<file path="src/design/rnlp_pkg.sv">
// shared types and constants for the radix number literal parser
package rnlp_pkg;

	localparam logic [2:0] MODE_DEC  = 3'd0;
	localparam logic [2:0] MODE_OCT  = 3'd1;
	localparam logic [2:0] MODE_HEX  = 3'd2;
	localparam logic [2:0] MODE_BIN  = 3'd3;
	localparam logic [2:0] MODE_SDEC = 3'd4;

	localparam logic [7:0] CH_0     = 8'h30;
	localparam logic [7:0] CH_9     = 8'h39;
	localparam logic [7:0] CH_LA    = 8'h61;
	localparam logic [7:0] CH_LF    = 8'h66;
	localparam logic [7:0] CH_UA    = 8'h41;
	localparam logic [7:0] CH_UF    = 8'h46;
	localparam logic [7:0] CH_PLUS  = 8'h2b;
	localparam logic [7:0] CH_MINUS = 8'h2d;
	localparam logic [7:0] CH_UNDER = 8'h5f;

	typedef struct packed {
		logic [7:0] char_code;
		logic       first_char;
		logic       last_char;
		logic [2:0] radix_mode;
	} rnlp_req_t;

	typedef struct packed {
		logic [31:0] value;
		logic        invalid;
	} rnlp_res_t;

	// what one character means under its mode
	typedef struct packed {
		logic       digit_ok;
		logic [3:0] digit;
		logic       sign;
		logic       neg;
		logic       sep;
		logic       illegal;
	} rnlp_cls_t;

endpackage

</file>
<file path="src/design/rnlp_classify.sv">
// character classifier: digit value, sign, separator and legality per radix
module rnlp_classify import rnlp_pkg::*; (
	input  logic [7:0] char_code,
	input  logic       first_char,
	input  logic [2:0] radix_mode,
	output rnlp_cls_t  cls
);

	logic       is_dig;
	logic [3:0] dval;
	logic [4:0] base;

	always_comb begin
		is_dig = 1'b1;
		dval   = 4'd0;
		if (char_code >= CH_0 && char_code <= CH_9) begin
			dval = 4'(char_code - CH_0);
		end else if (char_code >= CH_LA && char_code <= CH_LF) begin
			dval = 4'(char_code - CH_LA + 8'd10);
		end else if (char_code >= CH_UA && char_code <= CH_UF) begin
			dval = 4'(char_code - CH_UA + 8'd10);
		end else begin
			is_dig = 1'b0;
		end
	end

	always_comb begin
		unique case (radix_mode)
			MODE_DEC:  base = 5'd10;
			MODE_OCT:  base = 5'd8;
			MODE_HEX:  base = 5'd16;
			MODE_BIN:  base = 5'd2;
			MODE_SDEC: base = 5'd10;
			default:   base = 5'd0;
		endcase
	end

	always_comb begin
		cls.digit    = dval;
		cls.digit_ok = is_dig && ({1'b0, dval} < base);
		cls.sign     = (radix_mode == MODE_SDEC) && first_char
			&& (char_code == CH_MINUS || char_code == CH_PLUS);
		cls.neg      = (char_code == CH_MINUS);
		cls.sep      = (radix_mode == MODE_BIN) && (char_code == CH_UNDER);
		// unused modes have base zero, so nothing is a digit there either
		cls.illegal  = (base == 5'd0) || !(cls.sign || cls.sep || cls.digit_ok);
	end

endmodule

</file>
<file path="src/design/rnlp_accum.sv">
// literal state: horner accumulator, error and sign flags, result formation
module rnlp_accum import rnlp_pkg::*; (
	input  logic       clk,
	input  logic       arst_n,
	input  logic       step,
	input  logic       first_char,
	input  logic       last_char,
	input  logic [2:0] radix_mode,
	input  rnlp_cls_t  cls,
	output rnlp_res_t  result
);

	logic [31:0] acc_q;
	logic        err_q;
	logic        neg_q;

	logic [31:0] acc_cur;
	logic        err_cur;
	logic        neg_cur;
	logic [31:0] acc_scaled;
	logic [31:0] acc_nxt;
	logic        err_nxt;
	logic        neg_nxt;

	always_comb begin
		acc_cur = first_char ? 32'd0 : acc_q;
		err_cur = first_char ? 1'b0 : err_q;
		neg_cur = first_char ? 1'b0 : neg_q;

		// multiply by the radix as shift-adds
		unique case (radix_mode)
			MODE_OCT: acc_scaled = acc_cur << 3;
			MODE_HEX: acc_scaled = acc_cur << 4;
			MODE_BIN: acc_scaled = acc_cur << 1;
			default:  acc_scaled = (acc_cur << 3) + (acc_cur << 1);
		endcase

		acc_nxt = acc_cur;
		err_nxt = err_cur;
		neg_nxt = neg_cur;
		if (cls.illegal) begin
			err_nxt = 1'b1;
		end else if (cls.sign) begin
			neg_nxt = cls.neg;
		end else if (!cls.sep) begin
			acc_nxt = acc_scaled + {28'd0, cls.digit};
		end

		result.invalid = err_nxt;
		if (err_nxt) begin
			result.value = 32'd0;
		end else if (neg_nxt) begin
			result.value = 32'd0 - acc_nxt;
		end else begin
			result.value = acc_nxt;
		end
	end

	always_ff @(posedge clk or negedge arst_n) begin
		if (!arst_n) begin
			acc_q <= 32'd0;
			err_q <= 1'b0;
			neg_q <= 1'b0;
		end else if (step) begin
			if (last_char) begin
				acc_q <= 32'd0;
				err_q <= 1'b0;
				neg_q <= 1'b0;
			end else begin
				acc_q <= acc_nxt;
				err_q <= err_nxt;
				neg_q <= neg_nxt;
			end
		end
	end

`ifndef ASSERT_OFF
	a_clear_acc: assert property (@(posedge clk) disable iff (!arst_n)
		step && last_char |=> acc_q == 32'd0)
		else $error("accumulator not cleared after last character");
	a_clear_flags: assert property (@(posedge clk) disable iff (!arst_n)
		step && last_char |=> !err_q && !neg_q)
		else $error("flags not cleared after last character");
	a_err_sticky: assert property (@(posedge clk) disable iff (!arst_n)
		step && !last_char && cls.illegal |=> err_q)
		else $error("illegal character did not set error");
	a_minus: assert property (@(posedge clk) disable iff (!arst_n)
		step && !last_char && !cls.illegal && cls.sign && cls.neg |=> neg_q)
		else $error("leading minus not recorded");
`endif

endmodule

</file>
<file path="src/design/radix_number_literal_parser.sv">
// top level: request register, classifier, accumulator and result register
//
//  channel | signals                     | carries
//  request | req_valid, req_stall, req   | one character with marks and radix mode
//  result  | res_valid, res_stall, res   | value and invalid flag, one per literal
//
// one character per cycle while the request side does not stall; the request register takes
// a character and the result register loads the result from it, so res_valid rises once the
// last character has passed through both registers. arst_n clears valid bits and literal state.
// the request side stalls only while a last character waits behind a stalled
// result; other characters keep flowing.
module radix_number_literal_parser import rnlp_pkg::*; (
	input  logic      clk,
	input  logic      arst_n,
	input  logic      req_valid,
	output logic      req_stall,
	input  rnlp_req_t req,
	output logic      res_valid,
	input  logic      res_stall,
	output rnlp_res_t res
);

	logic      valid_s1;
	rnlp_req_t req_s1;
	logic      res_valid_q;
	rnlp_res_t res_q;
	logic      step;
	rnlp_cls_t cls;
	rnlp_res_t result;

	// a last character cannot move while the result register is still held
	assign req_stall = valid_s1 && req_s1.last_char && res_valid_q && res_stall;
	assign step      = valid_s1 && !req_stall;

	always_ff @(posedge clk or negedge arst_n) begin
		if (!arst_n) begin
			valid_s1 <= 1'b0;
		end else if (!req_stall) begin
			valid_s1 <= req_valid;
		end
	end

	always_ff @(posedge clk) begin
		if (!req_stall && req_valid) begin
			req_s1 <= req;
		end
	end

	rnlp_classify u_classify (
		.char_code  (req_s1.char_code),
		.first_char (req_s1.first_char),
		.radix_mode (req_s1.radix_mode),
		.cls        (cls)
	);

	rnlp_accum u_accum (
		.clk        (clk),
		.arst_n     (arst_n),
		.step       (step),
		.first_char (req_s1.first_char),
		.last_char  (req_s1.last_char),
		.radix_mode (req_s1.radix_mode),
		.cls        (cls),
		.result     (result)
	);

	always_ff @(posedge clk or negedge arst_n) begin
		if (!arst_n) begin
			res_valid_q <= 1'b0;
		end else if (step && req_s1.last_char) begin
			res_valid_q <= 1'b1;
		end else if (!res_stall) begin
			res_valid_q <= 1'b0;
		end
	end

	always_ff @(posedge clk) begin
		if (step && req_s1.last_char) begin
			res_q <= result;
		end
	end

	assign res_valid = res_valid_q;
	assign res       = res_q;

`ifndef ASSERT_OFF
	a_stall_cause: assert property (@(posedge clk) disable iff (!arst_n)
		req_stall |-> valid_s1 && req_s1.last_char && res_valid_q)
		else $error("request stalled without a blocked last character");
	a_invalid_zero: assert property (@(posedge clk) disable iff (!arst_n)
		res_valid && res.invalid |-> res.value == 32'd0)
		else $error("invalid result carries a nonzero value");
	a_result_loaded: assert property (@(posedge clk) disable iff (!arst_n)
		step && req_s1.last_char |=> res_valid)
		else $error("last character did not produce a result");
`endif

endmodule

</file>
<file path="config.mk">
export PLATFORM = sky130hd
export DESIGN_NAME = radix_number_literal_parser
export DESIGN_NICKNAME = d
export VERILOG_FILES = /design/src/design/rnlp_pkg.sv /design/src/design/rnlp_classify.sv /design/src/design/rnlp_accum.sv /design/src/design/radix_number_literal_parser.sv
export SDC_FILE = /design/constraint.sdc
export NUM_CORES = 1
export LEC_CHECK = 0
export BUFFER_PORTS_ARGS = -buffer_cell sky130_fd_sc_hd__buf_2
export CORE_UTILIZATION = 52
export DETAILED_ROUTE_END_ITERATION = 10
export PLACE_DENSITY = 0.78
export SETUP_SLACK_MARGIN = 0.15
export SYNTH_ARGS = -nofsm -noshare
export SYNTH_HDL_FRONTEND = slang
export SYNTH_SLANG_ARGS = --single-unit
</file>
<file path="constraint.sdc">
create_clock -name clk -period 15.8 [get_ports clk]
set_input_delay 2.37 -clock clk [delete_from_list [all_inputs] [get_ports clk]]
set_output_delay 2.37 -clock clk [all_outputs]
set_load 0.05 [all_outputs]
</file>
==> reports/results.env, run 1 <==
STATUS='finished clean'
DIE_WIDTH_UM=133
SYNTHTOLAYOUTAREAGROWTH_PCT=6.24
RESIDUAL_DRC=0
POST_SYNTH.CELL_AREA_AVG_UM2=7.71
CTS_SETUP_BUFFERS=0
POSTSYNTHCELLCOUNT=1159
GRT_PASS1_VIAS=8395
AVERAGE_WIRE_PER_CELL_IN_THE_ROUTED_DESIGN_UM=19.7
GLOBAL_ROUTE.OVERFLOW_TOTAL=0
STARTING_DENSITY=0.535
WORST-R2R-SETUP-SLACK_NS=9.07
IOPINCOUNT=52
FINISH.NET_COUNT=1175
LAYOUT_COMMON_CELLS='sky130_fd_sc_hd__nor2_1, sky130_fd_sc_hd__nand2_1, sky130_fd_sc_hd__a21oi_1, sky130_fd_sc_hd__o21ai_0, sky130_fd_sc_hd__buf_2'
SEQUENTIAL_CELL_AREA_MM2=0.00228
SYNTH-COMPOUND-AREA-SHARE=0.318
CLK_LATENCY_NS=0.35
WORST_CLOCK_SKEW_NS=0.0103
POST-ROUTE-UTIL=0.569
N_ANTENNA_CELL=0
DRT-TOTAL-WL_MM=26.9
ROUTED_VIA_DENSITY=6.87
DESIGN.CORE.AREA_MM2=0.0167
DRV_CAP=0
WORST-SETUP-PATH-TYPE='register to register'
MULTI_INPUT_COMB_AREA_MM2=0.00616
WORSTPATHARRIVAL_NS=6.90
HTREE_NUM_LEVELS=3
END_KIND='register'
LAYOUT_WORST_PATH_CYCLE_SHARE=0.426
IO_BUFFER_COUNT=51
MOSTFREQUENTLAYOUTCELL='sky130_fd_sc_hd__nor2_1'
NETLIST-CELL-TYPE-COUNT=91
GR-USAGE-ALL-LAYERS=0.307
DP.FINAL_HPWL_MM=18.9
TRITONCTS='done'
RSZ_0062_RAISED_AFTER_GLOBAL_ROUTING='no'
ROUTE.ANTENNA.REMAINING_NETS=0
DRT_FIRST_PASS_ITERS=5
NUM_VIAS=9374
FINALWORSTPATHREQUIREDPERIOD_NS=6.73
MUX_CONTRIBUTION_TO_SYNTHESIZED_AREA=0.0277
CTS_HOLD_REPAIR.BUFFERS=0
NUM-FILL-CELLS=1526
DIEAREA_MM2=0.0177
DETAILEDROUTE.FIRSTITERATIONVIOLATIONS=1445
DIE_SPAN_IN_Y_UM=133
SYNTH-XOR-AREA-SHARE=0.0588
GRT_ANTENNA_BEFORE_REPAIR=0
CLOCK_TREE.ROOT_CELL='sky130_fd_sc_hd__clkbuf_16'
FRACTION_OF_LAYOUT_INSTANCES_USING_A_DRIVE_STRENGTH_ABOVE_1=0.0962
YOSYS.AREA_SHARE.ADDER=0.0297
SYNTH_FF_TYPE='sky130_fd_sc_hd__edfxtp_1'
P_LEAK_nW=3.50
CELLPOWERDENSITY_mW_PER_MM2=58.5
SYNTH_ENABLE_FLOP_CELLS=46
SYNTH-SEQ-CELLS=82
SYNTHESIS.AREA_MM2=0.00894
PRE_CTS_WS_NS=9.27
SYNTH_TOP_FAMILY_BY_AREA='compound AO/OA/AOI/OAI gates'
SYN-NUM-NETS=1195
POSTLAYOUTSETUPSLACKWORST_NS=9.07
GRT_START_MAX_NET_PINS=75
WORST_SETUP_PATH_START_KIND='register'
PATH_MAX_FANOUT=74
HOLD_PATH_CLASS='register to register'
CTSRESIZECOUNT=0
GRT_FIRST_PASS_WIRELENGTH_MM=43.9
PEAKVDDDROP_mV=0.0879
CLOCKBUFFERDEPTH=2
SYNTH-ASYNC-RESET-RATIO=0.439
WORST-SLEW-PIN-TRANSITION_NS=1.27
FINAL_HOLD_VIOL_COUNT=0
ROWS=47
GP_CONGESTION=0.916
FINAL-MAX-SLEW-VIOLATION-COUNT=0
YOSYS.AREA_SHARE.SIMPLE=0.253
MAX_FREQ_MHz=149
RELATIVE_MAX_TRANSITION_MARGIN=0.151
YS_SEQ_AREA_FRAC=0.255
FINAL-SETUP-VIOL-COUNT=0
CLK_PIN_SLEW_NS=0.06
OVERALL_POWER_AFTER_LAYOUT_W=0.000556
YOSYS_WARNINGS=0
REQUIRED_NS=15.98
NUMCLOCKSINKS=82
FIN_TNS_SETUP_NS=0
TRITONCTS.NUM_BUFFERS=9
[sequential cells by signal (all words and copies together) (netlist names)]
register / flops
u_accum.acc_q: 32
u_accum.neg_q: 1
valid_s1: 1
u_accum.err_q: 1
res: 33
req_s1: 13
res_valid: 1
[routing by layer]
| layer | global-route usage | up-vias | part of all wire |
|---|---|---|---|
| met5 | 0 | - | 0 |
| li1 | - | 4368 | - |
| met3 | 0.0434 | 55 | 0.11 |
| met4 | 0.118 | 0 | 0.029 |
| met1 | 0.462 | 4376 | 0.44 |
| met2 | 0.439 | 575 | 0.42 |
[Yosys cell counts, drive strengths merged, types with 10 or more instances]
cell type / instances / area [um^2]
xnor2: 40 / 350
a22o: 25 / 219
dfrtp: 36 / 901
nor2b: 15 / 93.8
o211ai: 22 / 165
a31oi: 20 / 125
inv: 33 / 124
xor2: 20 / 175
a211o: 10 / 87.6
and2: 21 / 131
and3: 15 / 93.8
nand4: 17 / 113
nor2: 96 / 360
o21ai: 91 / 455
o31ai: 10 / 75.1
nand2: 95 / 357
buf: 30 / 154
nand2b: 14 / 87.6
a21o: 18 / 135
ha: 18 / 225
clkbuf: 61 / 229
edfxtp: 46 / 1380
nand3: 34 / 170
or3: 20 / 140
nor3: 43 / 215
a21oi: 91 / 455
mux2i: 21 / 210
a211oi: 21 / 158
nor4: 13 / 103
[area by class of cell]
type,count,area share
Sequential cell,82,0.240
Multi-Input combinational cell,952,0.649
Inverter,34,0.0134
Clock inverter,5,0.00896
Timing Repair Buffer,60,0.0340
Tap cell,220,0.0290
Clock buffer,11,0.0256
[stage by stage]
stage / cell area (um^2) / hold slack [ns] / instances
finish: 9500 / 0.507 / 1364
global route: 9500 / 0.529 / 1364
CTS: 9500 / 0.505 / 1364
detailed placement: 9170 / 0.491 / 1348
global placement: 9170 / 0.466 / 1348
floorplan: 8940 / 0.450 / 1159
[final timing paths]
path                                     end  cells past startpoint              start
max                                  res[29]                     19          req_s1[4]
min                        u_accum.acc_q[25]                      2  u_accum.acc_q[25]
max reg2reg                          res[29]                     19          req_s1[4]
min reg2reg                u_accum.acc_q[25]                      2  u_accum.acc_q[25]
max in group asynchronous   u_accum.acc_q[2]                      1             arst_n
min in group asynchronous  u_accum.acc_q[26]                      1             arst_n
[logic make-up (layout without fill, tap and decap cells)]
| kind of cell | after synthesis | after routing |
|---|---|---|
| compound gates | 418 | 418 |
| xor+xnor | 60 | 60 |
| fa+ha+maj | 21 | 21 |
| buf+inv | 125 | 110 |
| flops | 82 | 82 |
| mux | 24 | 24 |
| simple gates | 429 | 429 |
[report_power, final]
| group | total, W | switching [W] | internal [W] |
|---|---|---|---|
| logic | 0.0000851 | 0.0000634 | 0.0000217 |
| registers | 0.000239 | 0.00000547 | 0.000234 |
| clock network | 0.000231 | 0.0000875 | 0.000144 |
| total | 0.000556 | 0.000156 | 0.000399 |
[worst max-delay path, stage by stage (launching register included)]
cell                       delay [ns]
sky130_fd_sc_hd__edfxtp_1        0.32
sky130_fd_sc_hd__buf_4           0.60
sky130_fd_sc_hd__inv_2           0.47
sky130_fd_sc_hd__nand2_1         0.24
sky130_fd_sc_hd__inv_1           0.09
sky130_fd_sc_hd__ha_1            0.25
sky130_fd_sc_hd__ha_1            0.23
sky130_fd_sc_hd__a21oi_1         0.16
sky130_fd_sc_hd__nor4_2          0.10
sky130_fd_sc_hd__o21a_1          0.22
sky130_fd_sc_hd__o311ai_0        0.59
sky130_fd_sc_hd__and2_1          0.31
sky130_fd_sc_hd__and4_1          0.44
sky130_fd_sc_hd__o31ai_1         0.21
sky130_fd_sc_hd__a221o_1         0.38
sky130_fd_sc_hd__o41ai_1         0.69
sky130_fd_sc_hd__nor4b_4         0.44
sky130_fd_sc_hd__a41oi_2         0.24
sky130_fd_sc_hd__or3_1           0.40
sky130_fd_sc_hd__a21oi_1         0.14
(Power assumes the default switching activity.)
==> inputs of run 2 (changes only) <==
Settings changed: ABC_AREA set to 1, PLACE_DENSITY 0.78 to 0.8.
Clock period 15.8 ns to 5.5 ns, I/O delays scaled along.
==> run 2 against run 1 <==
Net effect:
- non-clock buffer count up 10
- via count up 15%
- clock skew up 0.0011 ns
- critical path depth up 4
- final area up 8.6%
- core utilization up 0.54 points
- largest cell class unchanged
- synthesized cell count up 36%
- combinational power rose to 3.6 times the previous value
- worst hold slack better by 0.031 ns
- largest power group is now clock
- area after synthesis up 6.7%
- worst setup slack worse by 8.3 ns
- critical path type unchanged
==> reports/results.env, run 2 <==
POWER.SHARE.SWITCHING=0.316
DESIGN.CORE.AREA_MM2=0.0180
POWER.SWITCHING_W=0.000533
FRACTION_OF_LAYOUT_INSTANCES_USING_A_DRIVE_STRENGTH_ABOVE_1=0.161
HTREE_NUM_LEVELS=3
SHARE_COMB_OF_TOTAL_POWER=0.180
GR-USAGE-ALL-LAYERS=0.344
PATH_MAX_FANOUT=24
IOPINCOUNT=52
WORST_SETUP_PATH_START_KIND='register'
DRV_CAP=0
TRITONCTS.NUM_BUFFERS=9
LAYOUT_WORST_PATH_CYCLE_SHARE=0.861
RESIDUAL_DRC=0
CP-STARTPOINT='req_s1[1]'
WHS_NS=0.538
DIE_WIDTH_UM=137
GRT_START_MAX_NET_PINS=50
SYNTHESIS.AREA_MM2=0.00954
LENGTH_IN_CELLS_OF_THE_WORST_REG_TO_REG_PATH=23
ROUTE.ANTENNA.REMAINING_NETS=0
SEQPWRFRAC=0.407
FINISH.NET_COUNT=1650
CTS_HOLD_REPAIR.BUFFERS=0
SYNTH_ENABLE_FLOP_CELLS=46
FINALWORSTPATHREQUIREDPERIOD_NS=4.74
WORSTPATHARRIVAL_NS=4.85
STATUS='finished clean'
LARGEST_REGISTER_FF_COUNT=33
SYNTH-SEQ-CELLS=82
RSZ_0062_RAISED_AFTER_GLOBAL_ROUTING='no'
ROWS=49
PEAKVDDDROP_mV=0.162
STARTING_DENSITY=0.531
GLOBAL_ROUTE.OVERFLOW_TOTAL=0
FINAL_HOLD_VIOL_COUNT=0
N_ANTENNA_CELL=0
P_LEAK_nW=4.96
MOSTFREQUENTLAYOUTCELL='sky130_fd_sc_hd__nand2_1'
TRITONCTS='done'
CRITICAL_PATH.MAX_STAGE_DELAY_NS=0.61
CELLPOWERDENSITY_mW_PER_MM2=163
CLOCKPOWERSHARE=0.414
CRITICAL_PATH.TOP_DELAY_FAMILY='simple AND/OR/NAND/NOR gates'
POST-ROUTE-UTIL=0.574
GRT_ANTENNA_BEFORE_REPAIR=0
R2R-END='res[32]'
WORSTSETUPPATHDEPTH=23
RELATIVE_MAX_TRANSITION_MARGIN=0.267
GRT_FIRST_PASS_WIRELENGTH_MM=49.6
FIN_TNS_SETUP_NS=0
POST_SYNTH.CELL_AREA_AVG_UM2=6.07
WORSTPATHCELLLIST='nand3_1 -> buf_4 -> clkinv_1 -> nand3_1 -> buf_4 -> inv_1 -> buf_4 -> o21ai_0 -> nor2_1 -> nand3_1 -> nand2_1 -> inv_1 -> nand3_2 -> nor2_1 -> nand3_1 -> nor2_2 -> nand3_2 -> nand2_2 -> nand3_2 -> nor2_2 -> nand2_1 -> nand2_1 -> nor2_1'
DETAILEDROUTE.FIRSTITERATIONVIOLATIONS=977
AVERAGE_WIRE_PER_CELL_IN_THE_ROUTED_DESIGN_UM=17.3
SYNTH_COMMONEST_CELLS='sky130_fd_sc_hd__nand2_1, sky130_fd_sc_hd__inv_1, sky130_fd_sc_hd__nand3_1, sky130_fd_sc_hd__nor2_1, sky130_fd_sc_hd__a21oi_1'
CLOCK_TREE.ROOT_CELL='sky130_fd_sc_hd__clkbuf_16'
NUMCLOCKSINKS=82
WORST-R2R-SETUP-SLACK_NS=0.76
IO_BUFFER_COUNT=51
SYNTH-ASYNC-RESET-RATIO=0.439
SYN-NUM-NETS=1609
CP_COMMON_CELL='sky130_fd_sc_hd__nand3_1'
POSTSYNTHCELLCOUNT=1573
SYNTH_AREA_LEADER_CELL='sky130_fd_sc_hd__nand2_1'
YS_SEQ_AREA_FRAC=0.239
DRT-TOTAL-WL_MM=32.0
REQUIRED_NS=5.61
FRACTION_OF_POST_SYNTHESIS_CELL_AREA_IN_THE_TOP_CELL_TYPE_BY_AREA=0.205
GRT_PASS1_VIAS=9854
SYNTHTOLAYOUTAREAGROWTH_PCT=8.08
NUM_VIAS=10700
SYNTH.MOST_COMMON_CELL='sky130_fd_sc_hd__nand2_1'
MAX_FREQ_MHz=211
POST_SYNTH_MAIN_AREA_CONTRIBUTORS='sky130_fd_sc_hd__nand2_1, sky130_fd_sc_hd__edfxtp_1, sky130_fd_sc_hd__dfrtp_1'
CP_NUM_BUF_INV=6
YOSYS_WARNINGS=0
ROUTED_VIA_DENSITY=5.81
DP.FINAL_HPWL_MM=24.9
WORST-SETUP-PATH-TYPE='register to register'
CLOCKBUFFERDEPTH=2
SYNTH_FF_TYPE='sky130_fd_sc_hd__edfxtp_1'
DIE_SPAN_IN_Y_UM=137
LAYOUT_COMMON_CELLS='sky130_fd_sc_hd__nand2_1, sky130_fd_sc_hd__inv_1, sky130_fd_sc_hd__nand3_1, sky130_fd_sc_hd__nor2_1, sky130_fd_sc_hd__a21oi_1'
INTERNAL_POWER_W=0.00115
CP_SLOWEST_CELL='sky130_fd_sc_hd__clkinv_1'
WORST_CLOCK_SKEW_NS=0.0113
CRITICAL_PATH.REG2REG.STARTPOINT='req_s1[1]'
FINAL-SETUP-VIOL-COUNT=0
END_KIND='register'
ENDPOINT='res[32]'
GP_CONGESTION=0.996
WORST-SLEW-PIN-TRANSITION_NS=1.10
CLK_LATENCY_NS=0.35
CLK_PIN_SLEW_NS=0.07
DRT_FIRST_PASS_ITERS=6
DIEAREA_MM2=0.0189
FINAL-MAX-SLEW-VIOLATION-COUNT=0
HOLD_PATH_CLASS='register to register'
NETLIST-CELL-TYPE-COUNT=52
==> run 2: power groups by stage <==
stage	registers [W]	clock network [W]	logic [W]
after floorplan	0.000733	0	0.000186
after global placement	0.000697	0	0.000293
after detailed placement	0.000698	0	0.000295
after CTS	0.000685	0.000694	0.000297
after global routing	0.000688	0.000721	0.000329
final	0.000685	0.000697	0.000303
==> run 2: routing by layer <==
metal / global-route usage / vias to the layer above / share of wire
met5: 0 / - / 0
li1: - / 5236 / -
met3: 0.0401 / 120 / 0.059
met4: 0.192 / 0 / 0.057
met2: 0.588 / 511 / 0.48
met1: 0.420 / 4877 / 0.40
==> run 2: logic make-up after synthesis <==
| logic type | synth area share |
|---|---|
| and+or+nand+nor | 0.475 |
| AOI/OAI and AO/OA | 0.149 |
| buffers and inverters | 0.106 |
| DFF | 0.239 |
| adders and majority gates | 0.0257 |
| xor gates and xnor gates | 0.00551 |
==> run 2: repair_timing <==
action | CTS | global route
setup endpoints to repair | 0 | 1
resized for setup | 0 | 1
buffers inserted | 0 | 0
==> run 2: how the worst min path moves through the flow <==
stage               slack (ns)  cells past startpoint           from            end
global route              0.58                      2  u_accum.err_q  u_accum.err_q
floorplan                 0.47                      2  u_accum.err_q  u_accum.err_q
global placement          0.50                      2  u_accum.err_q  u_accum.err_q
CTS                       0.54                      2  u_accum.neg_q  u_accum.neg_q
detailed placement        0.52                      2  u_accum.neg_q  u_accum.neg_q
finish                    0.54                      2  u_accum.neg_q  u_accum.neg_q
==> run 2: final cells by class <==
class,count,area (um^2)
clock buffers,9,225
well taps,229,287
inverters,197,748
fillers,1830,7650
flip-flops and latches,82,2280
repair buffers,70,398
multi-input cells,1254,6270
clock inverters,7,105
==> run 2: worst register-to-register path, stage by stage, from the launching register on <==
cell,delay (ns)
sky130_fd_sc_hd__edfxtp_1,0.45
sky130_fd_sc_hd__nand3_1,0.11
sky130_fd_sc_hd__buf_4,0.26
sky130_fd_sc_hd__clkinv_1,0.62
sky130_fd_sc_hd__nand3_1,0.34
sky130_fd_sc_hd__buf_4,0.33
sky130_fd_sc_hd__inv_1,0.09
sky130_fd_sc_hd__buf_4,0.24
sky130_fd_sc_hd__o21ai_0,0.22
sky130_fd_sc_hd__nor2_1,0.07
sky130_fd_sc_hd__nand3_1,0.12
sky130_fd_sc_hd__nand2_1,0.08
sky130_fd_sc_hd__inv_1,0.11
sky130_fd_sc_hd__nand3_2,0.12
sky130_fd_sc_hd__nor2_1,0.22
sky130_fd_sc_hd__nand3_1,0.22
sky130_fd_sc_hd__nor2_2,0.21
sky130_fd_sc_hd__nand3_2,0.11
sky130_fd_sc_hd__nand2_2,0.16
sky130_fd_sc_hd__nand3_2,0.13
sky130_fd_sc_hd__nor2_2,0.11
sky130_fd_sc_hd__nand2_1,0.06
sky130_fd_sc_hd__nand2_1,0.05
sky130_fd_sc_hd__nor2_1,0.03
==> run 2: per-stage QoR <==
stage | cells | setup slack, ns | total power [W] | instance area, um^2
detailed placement | 1832 | 0.898 | 0.000993 | 9980
finish | 1848 | 0.764 | 0.00169 | 10300
CTS | 1848 | 0.859 | 0.00168 | 10300
global route | 1848 | 0.269 | 0.00174 | 10300
global placement | 1832 | 0.905 | 0.000990 | 9980
floorplan | 1573 | 1.42 | 0.000919 | 9540
